### src/hdl/pbph_pkg.sv
// shared widths, register indexes, reset values and state codes for the pulse height block
`default_nettype none
package pbph_pkg;

  // fixed field widths
  localparam int BS_W   = 12;  // window start registers
  localparam int BE_W   = 13;  // window end registers
  localparam int LEN_W  = 13;  // baseline window length
  localparam int Q8_W   = 22;  // baseline and peak height results
  localparam int EVT_W  = 24;  // event number
  localparam int FRAC_W = 8;   // fraction bits of the results

  localparam logic [Q8_W-1:0] Q8_MAX = {Q8_W{1'b1}};

  // configuration port
  localparam int CFG_IDX_W  = 2;
  localparam int CFG_DATA_W = 13;

  typedef enum logic [CFG_IDX_W-1:0] {
    CFG_BASELINE_START = 2'd0,
    CFG_BASELINE_END   = 2'd1,
    CFG_PEAK_START     = 2'd2,
    CFG_PEAK_END       = 2'd3
  } cfg_reg_t;

  localparam logic [BS_W-1:0] RST_BASELINE_START = 12'd0;
  localparam logic [BE_W-1:0] RST_BASELINE_END   = 13'd600;
  localparam logic [BS_W-1:0] RST_PEAK_START     = 12'd600;
  localparam logic [BE_W-1:0] RST_PEAK_END       = 13'd3000;

  // back end sequencer
  typedef enum logic [2:0] {
    BK_IDLE = 3'b001,
    BK_DIV  = 3'b010,
    BK_WAIT = 3'b100
  } back_state_t;

endpackage
`default_nettype wire

### src/hdl/pbph_in_if.sv
// sample input channel
`default_nettype none
interface pbph_in_if #(
  parameter int SAMPLE_BITS = 14
);
  logic                   valid;
  logic                   ready;
  logic [SAMPLE_BITS-1:0] sample;
  logic                   last;

  modport source (output valid, output sample, output last, input ready);
  modport sink   (input valid, input sample, input last, output ready);
endinterface
`default_nettype wire

### src/hdl/pbph_out_if.sv
// event result channel
`default_nettype none
interface pbph_out_if;
  logic                        valid;
  logic                        ready;
  logic [pbph_pkg::EVT_W-1:0]  event_number;
  logic [pbph_pkg::Q8_W-1:0]   baseline_q8;
  logic [pbph_pkg::Q8_W-1:0]   peak_height_q8;
  logic                        window_error;

  modport source (output valid, output event_number, output baseline_q8,
                  output peak_height_q8, output window_error, input ready);
  modport sink   (input valid, input event_number, input baseline_q8,
                  input peak_height_q8, input window_error, output ready);
endinterface
`default_nettype wire

### src/hdl/pbph_cfg_if.sv
// configuration write channel
`default_nettype none
interface pbph_cfg_if;
  logic                            valid;
  logic                            ready;
  logic [pbph_pkg::CFG_IDX_W-1:0]  index;
  logic [pbph_pkg::CFG_DATA_W-1:0] data;

  modport source (output valid, output index, output data, input ready);
  modport sink   (input valid, input index, input data, output ready);
endinterface
`default_nettype wire

### src/hdl/pbph_queue.sv
// two-entry queue between the sample front end and the division back end
`default_nettype none
module pbph_queue #(
  parameter int W = 8
) (
  input  wire logic         clk,
  input  wire logic         rst_n,
  input  wire logic         push_valid,
  output      logic         push_ready,
  input  wire logic [W-1:0] push_data,
  output      logic         pop_valid,
  input  wire logic         pop_ready,
  output      logic [W-1:0] pop_data
);

  logic [W-1:0] ent_r [2];
  logic         wr_ptr_r;
  logic         rd_ptr_r;
  logic [1:0]   cnt_r;
  logic         do_push;
  logic         do_pop;

  assign push_ready = (cnt_r != 2'd2);
  assign pop_valid  = (cnt_r != 2'd0);
  assign pop_data   = ent_r[rd_ptr_r];
  assign do_push    = push_valid && push_ready;
  assign do_pop     = pop_valid && pop_ready;

  always_ff @(posedge clk) begin
    if (!rst_n) begin
      wr_ptr_r <= 1'b0;
      rd_ptr_r <= 1'b0;
      cnt_r    <= 2'd0;
    end else begin
      if (do_push) wr_ptr_r <= ~wr_ptr_r;
      if (do_pop)  rd_ptr_r <= ~rd_ptr_r;
      case ({do_push, do_pop})
        2'b10:   cnt_r <= cnt_r + 2'd1;
        2'b01:   cnt_r <= cnt_r - 2'd1;
        default: cnt_r <= cnt_r;
      endcase
    end
  end

  always_ff @(posedge clk) begin
    if (do_push) ent_r[wr_ptr_r] <= push_data;
  end

endmodule
`default_nettype wire

### src/hdl/pbph_front.sv
// front end: configuration registers, window tests, baseline sum and peak search
`default_nettype none
module pbph_front #(
  parameter int MAX_SAMPLES = 4096,
  parameter int SAMPLE_BITS = 14
) (
  input  wire logic                                  clk,
  input  wire logic                                  rst_n,
  pbph_in_if.sink                                    in_chan,
  pbph_cfg_if.sink                                   cfg_chan,
  output      logic                                  push_valid,
  input  wire logic                                  push_ready,
  output      logic [SAMPLE_BITS+$clog2(MAX_SAMPLES+1)-1:0] ev_sum,
  output      logic [SAMPLE_BITS-1:0]                ev_peak,
  output      logic                                  ev_seen,
  output      logic [pbph_pkg::LEN_W-1:0]            ev_len,
  output      logic [pbph_pkg::EVT_W-1:0]            ev_num
);

  localparam int IDX_W = $clog2(MAX_SAMPLES + 1);
  localparam int SUM_W = SAMPLE_BITS + IDX_W;
  localparam int CMP_W = (IDX_W > pbph_pkg::BE_W) ? IDX_W : pbph_pkg::BE_W;

  logic [pbph_pkg::BS_W-1:0]  bs_r;
  logic [pbph_pkg::BE_W-1:0]  be_r;
  logic [pbph_pkg::BS_W-1:0]  ps_r;
  logic [pbph_pkg::BE_W-1:0]  pe_r;

  logic [IDX_W-1:0]           idx_r;
  logic [SUM_W-1:0]           sum_r;
  logic [SAMPLE_BITS-1:0]     peak_r;
  logic                       seen_r;
  logic [pbph_pkg::EVT_W-1:0] evt_r;

  logic [CMP_W-1:0]           max_c;
  logic [CMP_W-1:0]           idx_c;
  logic [CMP_W-1:0]           be_c;
  logic [CMP_W-1:0]           pe_c;
  logic [CMP_W-1:0]           len_c;
  logic                       live;
  logic                       in_base;
  logic                       in_peak;
  logic                       accept;
  logic [IDX_W-1:0]           idx_nxt;
  logic [SUM_W-1:0]           sum_nxt;
  logic [SAMPLE_BITS-1:0]     peak_nxt;
  logic                       seen_nxt;

  // configuration writes
  assign cfg_chan.ready = 1'b1;

  always_ff @(posedge clk) begin
    if (!rst_n) begin
      bs_r <= pbph_pkg::RST_BASELINE_START;
      be_r <= pbph_pkg::RST_BASELINE_END;
      ps_r <= pbph_pkg::RST_PEAK_START;
      pe_r <= pbph_pkg::RST_PEAK_END;
    end else if (cfg_chan.valid && cfg_chan.ready) begin
      unique case (pbph_pkg::cfg_reg_t'(cfg_chan.index))
        pbph_pkg::CFG_BASELINE_START: bs_r <= cfg_chan.data[pbph_pkg::BS_W-1:0];
        pbph_pkg::CFG_BASELINE_END:   be_r <= cfg_chan.data[pbph_pkg::BE_W-1:0];
        pbph_pkg::CFG_PEAK_START:     ps_r <= cfg_chan.data[pbph_pkg::BS_W-1:0];
        pbph_pkg::CFG_PEAK_END:       pe_r <= cfg_chan.data[pbph_pkg::BE_W-1:0];
        default: ;
      endcase
    end
  end

  // window tests, ends clamped to the longest event
  assign max_c   = CMP_W'(MAX_SAMPLES);
  assign idx_c   = CMP_W'(idx_r);
  assign be_c    = (CMP_W'(be_r) > max_c) ? max_c : CMP_W'(be_r);
  assign pe_c    = (CMP_W'(pe_r) > max_c) ? max_c : CMP_W'(pe_r);
  assign live    = (idx_r < IDX_W'(MAX_SAMPLES));
  assign in_base = live && (idx_c >= CMP_W'(bs_r)) && (idx_c < be_c);
  assign in_peak = live && (idx_c >= CMP_W'(ps_r)) && (idx_c < pe_c);
  assign len_c   = (be_c > CMP_W'(bs_r)) ? (be_c - CMP_W'(bs_r)) : '0;

  assign idx_nxt  = live ? (idx_r + IDX_W'(1)) : idx_r;
  assign sum_nxt  = sum_r + (in_base ? SUM_W'(in_chan.sample) : '0);
  assign peak_nxt = (in_peak && (!seen_r || (in_chan.sample > peak_r))) ?
                    in_chan.sample : peak_r;
  assign seen_nxt = seen_r | in_peak;

  // the queue must have room before a word is taken
  assign in_chan.ready = push_ready;
  assign accept        = in_chan.valid && in_chan.ready;
  assign push_valid    = accept && in_chan.last;

  assign ev_sum  = sum_nxt;
  assign ev_peak = peak_nxt;
  assign ev_seen = seen_nxt;
  assign ev_len  = len_c[pbph_pkg::LEN_W-1:0];
  assign ev_num  = evt_r;

  always_ff @(posedge clk) begin
    if (!rst_n) begin
      idx_r  <= '0;
      sum_r  <= '0;
      peak_r <= '0;
      seen_r <= 1'b0;
      evt_r  <= '0;
    end else if (accept) begin
      if (in_chan.last) begin
        idx_r  <= '0;
        sum_r  <= '0;
        peak_r <= '0;
        seen_r <= 1'b0;
        evt_r  <= evt_r + pbph_pkg::EVT_W'(1);
      end else begin
        idx_r  <= idx_nxt;
        sum_r  <= sum_nxt;
        peak_r <= peak_nxt;
        seen_r <= seen_nxt;
      end
    end
  end

endmodule
`default_nettype wire

### src/hdl/pbph_back.sv
// back end: bit-serial baseline division, peak subtraction and result register
`default_nettype none
module pbph_back #(
  parameter int MAX_SAMPLES = 4096,
  parameter int SAMPLE_BITS = 14
) (
  input  wire logic                                  clk,
  input  wire logic                                  rst_n,
  input  wire logic                                  rec_valid,
  output      logic                                  rec_ready,
  input  wire logic [SAMPLE_BITS+$clog2(MAX_SAMPLES+1)-1:0] rec_sum,
  input  wire logic [SAMPLE_BITS-1:0]                rec_peak,
  input  wire logic                                  rec_seen,
  input  wire logic [pbph_pkg::LEN_W-1:0]            rec_len,
  input  wire logic [pbph_pkg::EVT_W-1:0]            rec_num,
  pbph_out_if.source                                 out_chan
);

  localparam int IDX_W = $clog2(MAX_SAMPLES + 1);
  localparam int SUM_W = SAMPLE_BITS + IDX_W;
  localparam int Q_W   = SUM_W + pbph_pkg::FRAC_W;
  localparam int CNT_W = $clog2(Q_W + 1);
  localparam int BQ_W  = (Q_W > pbph_pkg::Q8_W) ? Q_W : pbph_pkg::Q8_W;
  localparam int PQ_W  = SAMPLE_BITS + pbph_pkg::FRAC_W;
  localparam int PH_W  = (PQ_W > pbph_pkg::Q8_W) ? PQ_W : pbph_pkg::Q8_W;
  localparam int LEN_W = pbph_pkg::LEN_W;

  pbph_pkg::back_state_t state_r, state_nxt;

  logic [CNT_W-1:0]           cnt_r;
  logic                       out_valid_r;
  logic [Q_W-1:0]             qd_r;
  logic [LEN_W-1:0]           rem_r;
  logic [LEN_W-1:0]           len_r;
  logic [SAMPLE_BITS-1:0]     peak_r;
  logic                       seen_r;
  logic                       err_r;
  logic [pbph_pkg::EVT_W-1:0] num_r;

  logic [pbph_pkg::EVT_W-1:0] o_num_r;
  logic [pbph_pkg::Q8_W-1:0]  o_bq_r;
  logic [pbph_pkg::Q8_W-1:0]  o_ph_r;
  logic                       o_err_r;

  logic [LEN_W:0]             shifted;
  logic                       fits;
  logic [LEN_W:0]             diff;
  logic                       start;
  logic                       load_out;
  logic                       rec_err;
  logic [BQ_W-1:0]            qx;
  logic [pbph_pkg::Q8_W-1:0]  bq;
  logic [PH_W-1:0]            pqx;
  logic [PH_W-1:0]            bqx;
  logic [PH_W-1:0]            phx;
  logic [pbph_pkg::Q8_W-1:0]  ph;

  assign rec_ready = (state_r == pbph_pkg::BK_IDLE);
  assign start     = rec_valid && rec_ready;
  assign rec_err   = (rec_len == '0);
  assign load_out  = (state_r == pbph_pkg::BK_WAIT) && (!out_valid_r || out_chan.ready);

  // one quotient bit a cycle, restoring
  assign shifted = {rem_r, qd_r[Q_W-1]};
  assign fits    = (shifted >= {1'b0, len_r});
  assign diff    = shifted - {1'b0, len_r};

  always_comb begin
    state_nxt = state_r;
    unique case (state_r)
      pbph_pkg::BK_IDLE: if (start) state_nxt = rec_err ? pbph_pkg::BK_WAIT : pbph_pkg::BK_DIV;
      pbph_pkg::BK_DIV:  if (cnt_r == CNT_W'(1)) state_nxt = pbph_pkg::BK_WAIT;
      pbph_pkg::BK_WAIT: if (load_out) state_nxt = pbph_pkg::BK_IDLE;
      default:           state_nxt = pbph_pkg::BK_IDLE;
    endcase
  end

  always_ff @(posedge clk) begin
    if (!rst_n) begin
      state_r     <= pbph_pkg::BK_IDLE;
      cnt_r       <= '0;
      out_valid_r <= 1'b0;
    end else begin
      state_r <= state_nxt;
      if (start) begin
        cnt_r <= CNT_W'(Q_W);
      end else if (state_r == pbph_pkg::BK_DIV) begin
        cnt_r <= cnt_r - CNT_W'(1);
      end
      if (load_out) begin
        out_valid_r <= 1'b1;
      end else if (out_chan.ready) begin
        out_valid_r <= 1'b0;
      end
    end
  end

  always_ff @(posedge clk) begin
    if (start) begin
      qd_r   <= rec_err ? '0 : {rec_sum, {pbph_pkg::FRAC_W{1'b0}}};
      rem_r  <= '0;
      len_r  <= rec_len;
      peak_r <= rec_peak;
      seen_r <= rec_seen;
      err_r  <= rec_err;
      num_r  <= rec_num;
    end else if (state_r == pbph_pkg::BK_DIV) begin
      qd_r  <= {qd_r[Q_W-2:0], fits};
      rem_r <= fits ? diff[LEN_W-1:0] : shifted[LEN_W-1:0];
    end
  end

  // saturate the mean, then peak above it floored at zero
  assign qx  = BQ_W'(qd_r);
  assign bq  = (qx > BQ_W'(pbph_pkg::Q8_MAX)) ? pbph_pkg::Q8_MAX : qx[pbph_pkg::Q8_W-1:0];
  assign pqx = PH_W'({peak_r, {pbph_pkg::FRAC_W{1'b0}}});
  assign bqx = PH_W'(bq);
  assign phx = (seen_r && (pqx > bqx)) ? (pqx - bqx) : '0;
  assign ph  = (phx > PH_W'(pbph_pkg::Q8_MAX)) ? pbph_pkg::Q8_MAX
                                              : phx[pbph_pkg::Q8_W-1:0];

  always_ff @(posedge clk) begin
    if (load_out) begin
      o_num_r <= num_r;
      o_bq_r  <= bq;
      o_ph_r  <= ph;
      o_err_r <= err_r;
    end
  end

  assign out_chan.valid          = out_valid_r;
  assign out_chan.event_number   = o_num_r;
  assign out_chan.baseline_q8    = o_bq_r;
  assign out_chan.peak_height_q8 = o_ph_r;
  assign out_chan.window_error   = o_err_r;

endmodule
`default_nettype wire

### src/hdl/pulse_baseline_peak_height.sv
// top level of the baseline-subtracted pulse height analyser
//
//  channel   dir  handshake      word
//  in_chan   in   valid/ready    sample, last (one waveform sample)
//  out_chan  out  valid/ready    event_number, baseline_q8, peak_height_q8, window_error
//  cfg_chan  in   valid/ready    index, data (one register write, always ready)
//
//  samples are taken one a cycle while the queue has room; the front end sums and
//  searches in the same cycle; the back end takes an event from the queue, divides it
//  bit-serially and registers the result, and takes no new event until that result is
//  loaded into the output register; an empty window skips the divide
//  a two-word queue holds finished events; in_chan.ready drops only while it is full
//  synchronous active-low reset; no clearing pass, the block is ready the cycle after
`default_nettype none
module pulse_baseline_peak_height #(
  parameter int MAX_SAMPLES = 4096,
  parameter int SAMPLE_BITS = 14
) (
  input  wire logic  clk,
  input  wire logic  rst_n,
  pbph_in_if.sink    in_chan,
  pbph_out_if.source out_chan,
  pbph_cfg_if.sink   cfg_chan
);

  localparam int IDX_W = $clog2(MAX_SAMPLES + 1);
  localparam int SUM_W = SAMPLE_BITS + IDX_W;
  // event word: number, length, seen flag, peak, baseline sum
  localparam int REC_W = pbph_pkg::EVT_W + pbph_pkg::LEN_W + 1 + SAMPLE_BITS + SUM_W;

  // front end to queue
  logic                       push_valid;
  logic                       push_ready;
  logic [SUM_W-1:0]           ev_sum;
  logic [SAMPLE_BITS-1:0]     ev_peak;
  logic                       ev_seen;
  logic [pbph_pkg::LEN_W-1:0] ev_len;
  logic [pbph_pkg::EVT_W-1:0] ev_num;

  // queue to back end
  logic                       pop_valid;
  logic                       pop_ready;
  logic [REC_W-1:0]           push_data;
  logic [REC_W-1:0]           pop_data;
  logic [SUM_W-1:0]           rec_sum;
  logic [SAMPLE_BITS-1:0]     rec_peak;
  logic                       rec_seen;
  logic [pbph_pkg::LEN_W-1:0] rec_len;
  logic [pbph_pkg::EVT_W-1:0] rec_num;

  // window tests and accumulation, one sample a cycle while the queue has room
  pbph_front #(
    .MAX_SAMPLES (MAX_SAMPLES),
    .SAMPLE_BITS (SAMPLE_BITS)
  ) u_front (
    .clk        (clk),
    .rst_n      (rst_n),
    .in_chan    (in_chan),
    .cfg_chan   (cfg_chan),
    .push_valid (push_valid),
    .push_ready (push_ready),
    .ev_sum     (ev_sum),
    .ev_peak    (ev_peak),
    .ev_seen    (ev_seen),
    .ev_len     (ev_len),
    .ev_num     (ev_num)
  );

  assign push_data = {ev_num, ev_len, ev_seen, ev_peak, ev_sum};

  // finished events wait here while the divider is busy
  pbph_queue #(
    .W (REC_W)
  ) u_queue (
    .clk        (clk),
    .rst_n      (rst_n),
    .push_valid (push_valid),
    .push_ready (push_ready),
    .push_data  (push_data),
    .pop_valid  (pop_valid),
    .pop_ready  (pop_ready),
    .pop_data   (pop_data)
  );

  assign {rec_num, rec_len, rec_seen, rec_peak, rec_sum} = pop_data;

  // mean of the baseline window and peak height above it
  pbph_back #(
    .MAX_SAMPLES (MAX_SAMPLES),
    .SAMPLE_BITS (SAMPLE_BITS)
  ) u_back (
    .clk       (clk),
    .rst_n     (rst_n),
    .rec_valid (pop_valid),
    .rec_ready (pop_ready),
    .rec_sum   (rec_sum),
    .rec_peak  (rec_peak),
    .rec_seen  (rec_seen),
    .rec_len   (rec_len),
    .rec_num   (rec_num),
    .out_chan  (out_chan)
  );

endmodule
`default_nettype wire
### src/flat_wrapper.sv
// flat-port wrapper written by rule: the top's interface ports become plain ports
module pulse_baseline_peak_height_flat 
#(
  parameter int MAX_SAMPLES = 4096,
  parameter int SAMPLE_BITS = 14
)
  (clk, rst_n, in_chan_valid, in_chan_sample, in_chan_last, in_chan_ready, out_chan_valid, out_chan_event_number, out_chan_baseline_q8, out_chan_peak_height_q8, out_chan_window_error, out_chan_ready, cfg_chan_valid, cfg_chan_index, cfg_chan_data, cfg_chan_ready);
  pbph_in_if #(.SAMPLE_BITS(SAMPLE_BITS)) in_chan_i ();
  pbph_out_if out_chan_i ();
  pbph_cfg_if cfg_chan_i ();
  input  wire logic clk;
  input  wire logic rst_n;
  input wire logic [$bits(in_chan_i.valid)-1:0] in_chan_valid;
  input wire logic [$bits(in_chan_i.sample)-1:0] in_chan_sample;
  input wire logic [$bits(in_chan_i.last)-1:0] in_chan_last;
  output wire logic [$bits(in_chan_i.ready)-1:0] in_chan_ready;
  output wire logic [$bits(out_chan_i.valid)-1:0] out_chan_valid;
  output wire logic [$bits(out_chan_i.event_number)-1:0] out_chan_event_number;
  output wire logic [$bits(out_chan_i.baseline_q8)-1:0] out_chan_baseline_q8;
  output wire logic [$bits(out_chan_i.peak_height_q8)-1:0] out_chan_peak_height_q8;
  output wire logic [$bits(out_chan_i.window_error)-1:0] out_chan_window_error;
  input wire logic [$bits(out_chan_i.ready)-1:0] out_chan_ready;
  input wire logic [$bits(cfg_chan_i.valid)-1:0] cfg_chan_valid;
  input wire logic [$bits(cfg_chan_i.index)-1:0] cfg_chan_index;
  input wire logic [$bits(cfg_chan_i.data)-1:0] cfg_chan_data;
  output wire logic [$bits(cfg_chan_i.ready)-1:0] cfg_chan_ready;
  assign in_chan_i.valid = in_chan_valid;
  assign in_chan_i.sample = in_chan_sample;
  assign in_chan_i.last = in_chan_last;
  assign in_chan_ready = in_chan_i.ready;
  assign out_chan_valid = out_chan_i.valid;
  assign out_chan_event_number = out_chan_i.event_number;
  assign out_chan_baseline_q8 = out_chan_i.baseline_q8;
  assign out_chan_peak_height_q8 = out_chan_i.peak_height_q8;
  assign out_chan_window_error = out_chan_i.window_error;
  assign out_chan_i.ready = out_chan_ready;
  assign cfg_chan_i.valid = cfg_chan_valid;
  assign cfg_chan_i.index = cfg_chan_index;
  assign cfg_chan_i.data = cfg_chan_data;
  assign cfg_chan_ready = cfg_chan_i.ready;
  pulse_baseline_peak_height #(.MAX_SAMPLES(MAX_SAMPLES), .SAMPLE_BITS(SAMPLE_BITS)) u_core (.clk(clk), .rst_n(rst_n), .in_chan(in_chan_i), .out_chan(out_chan_i), .cfg_chan(cfg_chan_i));
endmodule
### config.mk
export PLATFORM = sky130hd
export DESIGN_NAME = pulse_baseline_peak_height_flat
export DESIGN_NICKNAME = d
export VERILOG_FILES = /design/src/hdl/pbph_pkg.sv /design/src/hdl/pbph_in_if.sv /design/src/hdl/pbph_out_if.sv /design/src/hdl/pbph_cfg_if.sv /design/src/hdl/pbph_queue.sv /design/src/hdl/pbph_front.sv /design/src/hdl/pbph_back.sv /design/src/hdl/pulse_baseline_peak_height.sv /design/src/flat_wrapper.sv
export SDC_FILE = /design/constraint.sdc
export NUM_CORES = 1
export LEC_CHECK = 0
export ABC_AREA = 1
export BUFFER_PORTS_ARGS = -buffer_cell sky130_fd_sc_hd__buf_4
export CORE_UTILIZATION = 40
export CTS_CLUSTER_DIAMETER = 100
export DETAILED_ROUTE_END_ITERATION = 16
export GPL_TIMING_DRIVEN = 0
export REMOVE_ABC_BUFFERS = 1
export SLEW_MARGIN = 10
export SYNTH_ARGS = -nofsm -noshare
export SYNTH_HDL_FRONTEND = slang
export SYNTH_SLANG_ARGS = --single-unit
### constraint.sdc
create_clock -name clk -period 16.98 [get_ports clk]
set_input_delay 2.547 -clock clk [delete_from_list [all_inputs] [get_ports clk]]
set_output_delay 2.547 -clock clk [all_outputs]
set_load 0.005 [all_outputs]
* Yosys cells after proc, flatten, opt, wreduce, memory -nomap -nowiden
Memories as Yosys holds them, arrays and structs flattened. A register that Yosys moved wholly into a read port is not among the register bits.
Index checks and enable logic that the tools add are counted.
** Storage, ports and cells
- Flip-flop bits (word level) :: 313
- Memory bits (writable) :: 158
- Output and inout bits :: 72
- Word-level logic and storage cells :: 127
- Memories kept :: 1
** Cells by class
- Add/subtract/negate cells :: 9
- Order comparisons :: 13
- Equal/unequal tests :: 13
- Muxes and demuxes :: 30
- Bitwise logic cells :: 4
- Reduce and logical (&&, ||, !) cells :: 30
** Memories
- u_core.u_queue.ent_r :: words 2, width 79, rd ports 1, clocked after memory_dff 1, wr ports 1, line pbph_queue.sv:16 : logic [W-1:0] ent_r [2];
** Operator list (count)
- 2-to-1 mux 35 bit :: 3
- 2-to-1 mux 13 bit :: 6
- 2-to-1 mux 22 bit :: 2
- 2-to-1 mux 14 bit :: 3
- greater-than comparator 35 x 22 -> 1 bit, second input constant :: 1
- adder 27 x 14 -> 27 bit :: 1
- 2-to-1 mux 27 bit :: 1
- greater-or-equal comparator 13 x 12 -> 1 bit :: 2
- greater-than comparator 13 bit, second input constant :: 2
- < comparator 13 bit :: 2
- adder 24 x 1 -> 24 bit, second input constant :: 1
- greater-than comparator 22 bit :: 1
- greater-than comparator 22 bit, second input constant :: 1
- subtractor 22 bit :: 1
- greater-or-equal comparator 14 x 13 -> 1 bit :: 1
- greater-than comparator 14 bit :: 1
- adder 13 x 1 -> 13 bit, second input constant :: 1
- greater-than comparator 13 x 12 -> 1 bit :: 1
- zero test 13 bit :: 1
- < comparator 13 bit, second input constant :: 1
- subtractor 13 x 12 -> 13 bit :: 1
- subtractor 13 bit :: 1
- 2-to-1 mux 3 bit :: 4
- 2-to-1 mux 6 bit :: 2
- 24 further kinds :: 58

* Longest topological paths before layout
- Depth in word-level cells :: 7
- Mapped depth :: 28
- Depth with buffers taken out :: 26

* Modules after synthesis
Synthesis repeated with hierarchy kept, for this count alone.
** Unflattened totals
- Cells, all modules :: 2474
- Area, all modules :: 23496.3 um^2
** Modules (own cells, without submodules)
- pbph_front :: instances 1, cells an instance 1312, area an instance 8824.7 um^2
- pbph_back :: instances 1, cells an instance 880, area an instance 8700.8 um^2
- pbph_queue :: instances 1, cells an instance 282, area an instance 5970.7 um^2

* Worst setup path after synthesis
Ideal clock, no wire load.
- Path type :: input-to-reg
- Start :: input port in_chan_last
- End :: memory u_core.u_queue.ent_r[0][0] (netlist name) (enable)
- Data arrival time :: 6.293 ns
- Required time :: 16.463 ns
- Setup slack :: 10.170 ns
- Cell stages on the path :: 4
- Cell sequence :: inv_1 nor2_8 clkinv_1 nor2_1
** Between the ends
- Cells in the longest elaborated chain, start to end :: 4
** Ends and longest elaborated chain
- start: declaration :: line flat_wrapper.sv:15 : input wire logic [$bits(in_chan_i.last)-1:0] in_chan_last;
- logical AND 1 bit :: line pbph_front.sv:88 : assign push_valid = accept && in_chan.last;
- logical AND 1 bit :: line pbph_queue.sv:26 : assign do_push = push_valid && push_ready;
- 2-to-1 mux 1 bit :: line pbph_queue.sv:46 : if (do_push) ent_r[wr_ptr_r] <= push_data;
- 2-to-1 mux 1 bit (not written as such) :: line pbph_queue.sv:46
- end: declaration :: line pbph_queue.sv:16
Every way passes these cells.

* Worst setup path after layout
- Start :: register u_core.u_front.be_r[0] (netlist name)
- End :: memory u_core.u_queue.ent_r[1][20] (netlist name) (data pin)
** Between the ends
- Cells in the longest elaborated chain, start to end :: 6
** Ends and longest elaborated chain
- start: declaration :: line pbph_front.sv:25 : logic [pbph_pkg::BE_W-1:0] be_r;
- start signal: assignment :: line pbph_front.sv:55 : be_r <= pbph_pkg::RST_BASELINE_END;
- start signal: assignment :: line pbph_front.sv:61 : pbph_pkg::CFG_BASELINE_END: be_r <= cfg_chan.data[pbph_pkg::BE_W-1:0];
- greater-than comparator 13 bit :: line pbph_front.sv:72 : assign be_c = (CMP_W'(be_r) > max_c) ? max_c : CMP_W'(be_r);
- 2-to-1 mux 13 bit * :: line pbph_front.sv:72
- < comparator 13 bit * :: line pbph_front.sv:75 : assign in_base = live && (idx_c >= CMP_W'(bs_r)) && (idx_c < be_c);
- logical AND 1 bit * :: line pbph_front.sv:75
- 2-to-1 mux 14 bit * :: line pbph_front.sv:80 : assign sum_nxt = sum_r + (in_base ? SUM_W'(in_chan.sample) : '0);
- adder 27 x 14 -> 27 bit * :: line pbph_front.sv:80
- net u_core.ev_sum[20] :: line pulse_baseline_peak_height.sv:34 : logic [SUM_W-1:0] ev_sum;
Mark *: on every way through the listed nets, which the timed path passes. The rest lies on a longest branch.

==> results.sh <==
export IMPL_cts_htree_levels=2
export IMPL_critPathMaxFanout=14
export IMPL_status="finished, final reports clean"
export IMPL_cts_hold_buf=0
export IMPL_rsz0062_at_grt="no"
export IMPL_min_period_ns=5.447
export IMPL_wl_per_cell_um=15.59
export IMPL_async_reset_ff_share_pct=0
export IMPL_num_vias=16196
export IMPL_end_kind="flop"
export IMPL_final_net_count=2616
export IMPL_netlist_instances=2345
export IMPL_initialDrtViolationCount=848
export IMPL_synth_seq_cells=472
export IMPL_top_level_ports=107
export IMPL_dp_hpwl_um=36310
export IMPL_synth_distinct_cells=52
export IMPL_start_util_pct=40.42
export IMPL_synth_most_common_cell="nand2_1"
export IMPL_hold_viol=0
export IMPL_power_density_mw_per_mm2=131.2
export IMPL_final_setup_tns_ns=0
export IMPL_finalNonFillerCells=3258
export IMPL_cts_setup_buffers=0
export IMPL_ir_drop_v=0.0001155
export IMPL_arrival_ns=5.79
export IMPL_grt_pass1_wl_um=81140
export IMPL_overflow=0
export IMPL_slowest_stage="nand3_1"
export IMPL_synthToLayoutAreaGrowth_pct=16.29
export IMPL_max_freq_mhz=183.6
export IMPL_cp_cell_sequence="nor4_1 -> nand3_1 -> nand2_1 -> nand2_1 -> ha_1 -> a21oi_1 -> nor2_1 -> a211oi_1 -> nor2_1 -> nor4_1 -> nand3_1 -> nor2_1 -> ha_1 -> inv_1 -> fa_1 -> nand3b_1 -> nand2_1 -> a21oi_1 -> o21ai_0 -> nand2_1 -> nand2_2 -> nand4_1 -> and2_1"
export IMPL_finalMaxSlewViolations=0
export IMPL_critPathKind="reg -> reg"
export IMPL_yosysSeqAreaShare_pct=55.40
export IMPL_worstMarginPinSlew_ns=0.8850
export IMPL_grt_usage_pct=17.74
export IMPL_routed_wl_um=50810
export IMPL_clock_sinks=472
export IMPL_synth_ff_type="edfxtp_1"
export IMPL_die_h_um=240.5
export IMPL_ctsResizeCount=0
export IMPL_chipWidth_um=240.5
export IMPL_synth_top_area_share_pct=41.58
export IMPL_holdWs_ns=0.4188
export IMPL_fin_skew_ns=0.02149
export IMPL_worst_setup_path_start_kind="flop"
export IMPL_antenna_found_initial=4
export IMPL_setup_viol=0
export IMPL_grt_pass1_vias=15907
export IMPL_clk_pin_slew_ns=0.06
export IMPL_core_area_mm2=0.05628
export IMPL_core_rowCount=87
export IMPL_synth_avg_cell_area_um2=9.701
export IMPL_worstPathRequired_ns=17.33
export IMPL_tritoncts="built"
export IMPL_ant_nets=0
export IMPL_synth_area_leaders="edfxtp_1 42%, dfxtp_1 14%, nand2_1 7.3%"
export IMPL_syn_area_mm2=0.02275
export IMPL_drtPass1Iterations=5
export IMPL_yosysWarningCount=0
export IMPL_timing_critical_path_mode_cell="nand2_1"
export IMPL_clockRootBuffer="clkbuf_16"
export IMPL_min_path_type="reg -> reg"
export IMPL_relSlewSlack_pct=40.83
export IMPL_grt_max_degree=71
export IMPL_cap_violations=0
export IMPL_p_leak_nw=10.61
export IMPL_synth_top_cells_by_count="440 x nand2_1, 315 x edfxtp_1, 273 x inv_1, 219 x nor2_1, 175 x a21oi_1"
export IMPL_numCtsBuffers=52
export IMPL_drc_errors=0
export IMPL_synth_area_leader_cell="edfxtp_1"
export IMPL_port_buffers=105
export IMPL_cts_max_path_buffers=3
export IMPL_synth_edf_count=315
export IMPL_post_place_cells=3159
export IMPL_worstSkewPairLatency_ns=0.61
export IMPL_gp_congestion=0.8770
export IMPL_period_share_pct=32.08
export IMPL_dieArea_mm2=0.05783
export IMPL_via_per_inst=4.971
export IMPL_layout_drive_gt1_share_pct=11.92
export IMPL_cpPeakStageDelay_ns=0.51
## worst max-delay path, delay by kind of cell (launching register included)
family | cells | cell delay (ns)
AND/OR/NAND/NOR | 15 | 2.92
AO/OA/AOI/OAI | 4 | 0.97
adder cells (fa/ha/maj) | 3 | 0.90
flip-flops | 1 | 0.32
buffers and inverters | 1 | 0.06
## logic make-up after synthesis
| family | count (synthesis) | synth area share, % |
|---|---|---|
| AO/OA/AOI/OAI | 367 | 8.861 |
| XOR/XNOR | 59 | 2.272 |
| adder cells (fa/ha/maj) | 124 | 6.919 |
| buffers and inverters | 340 | 5.819 |
| flip-flops | 472 | 55.40 |
| multiplexers | 73 | 3.465 |
| other | 1 | 0.01648 |
| AND/OR/NAND/NOR | 909 | 17.25 |
## per-layer routing
layer / wire length, um / part of all wire, % / vias up / track usage, %
met4: 1406 / 2.8 / 8 / 6.659
met3: 2631 / 5.2 / 99 / 3.215
met5: 58 / 0.11 / - / 0
met1: 23610 / 46 / 7492 / 23.03
met2: 23100 / 45 / 359 / 29.35
li1: - / - / 8238 / -
## metrics by stage
step | setup WS [ns] | cell area (um^2) | power (mW) | util [%]
floorplan | 9.753 | 22460 | 2.067 | -
global placement | 5.057 | 24190 | 2.283 | 42.98
detailed placement | 11.55 | 24630 | 2.318 | 43.77
CTS | 11.51 | 26450 | 3.509 | 47.00
global route | 11.00 | 26450 | 3.645 | 47.00
finish | 11.53 | 26450 | 3.470 | 47.00
## sequential cells by signal (all words and copies together), names as in the netlist, 14 cells and up, named ones only
name / flops
u_core.u_queue.ent_r: 158
u_core.u_back.out_chan.baseline_q8: 22
u_core.u_front.ev_num: 24
u_core.u_back.qd_r: 35
u_core.u_back.peak_r: 14
u_core.u_front.sum_r: 27
u_core.u_front.peak_r: 14
u_core.u_back.out_chan.peak_height_q8: 22
u_core.u_back.num_r: 24
u_core.u_back.out_chan.event_number: 24
## report_power, final
group          leakage [nW]  switching, mW  internal (mW)
clock network         0.884          0.477          0.703
logic                  5.51          0.465          0.276
registers              4.22         0.0876           1.46
total                  10.6           1.03           2.44
## final cells by class
type                       count  area, um^2
inverter                     275        1032
tap                          756       945.9
sequential                   472       12610
clock inverter                27       356.6
antenna                        1       2.502
multi-input combinational   1533        8884
fill                        5180       29820
clock buffer                  71        1463
timing repair buffer         123        1164
## cells in the final DEF, fill, tap and decap left out, types with 10 or more instances in the layout
master / netlist / final
nand2_1: 440 / 439
edfxtp_1: 315 / 315
inv_1: 273 / 271
nor2_1: 219 / 215
a21oi_1: 175 / 173
dfxtp_1: 157 / 156
o21ai_0: 121 / 121
ha_1: 121 / 121
buf_4: 2 / 105
nand3_1: 93 / 93
clkbuf_16: 0 / 52
mux2_2: 46 / 46
nand4_1: 45 / 45
nor3_1: 39 / 39
xor2_1: 34 / 34
o31ai_1: 29 / 28
mux2i_1: 27 / 27
xnor2_1: 25 / 25
and2_1: 20 / 20
nor4_1: 15 / 15
nor2_2: 13 / 13
clkbuf_1: 45 / 10
buf_12: 0 / 10
## worst paths after layout
| path | startpoint | endpoint | slack, ns | depth (start not counted) |
|---|---|---|---|---|
| min | u_core.u_back.num_r[17] | u_core.u_back.out_chan.event_number[17] | 0.42 | 0 |
| min reg2reg | u_core.u_back.num_r[17] | u_core.u_back.out_chan.event_number[17] | 0.42 | 0 |
| max | u_core.u_front.be_r[0] | u_core.u_queue.ent_r[1][20] | 11.53 | 23 |
| max reg2reg | u_core.u_front.be_r[0] | u_core.u_queue.ent_r[1][20] | 11.53 | 23 |
(Power assumes the default switching activity.)
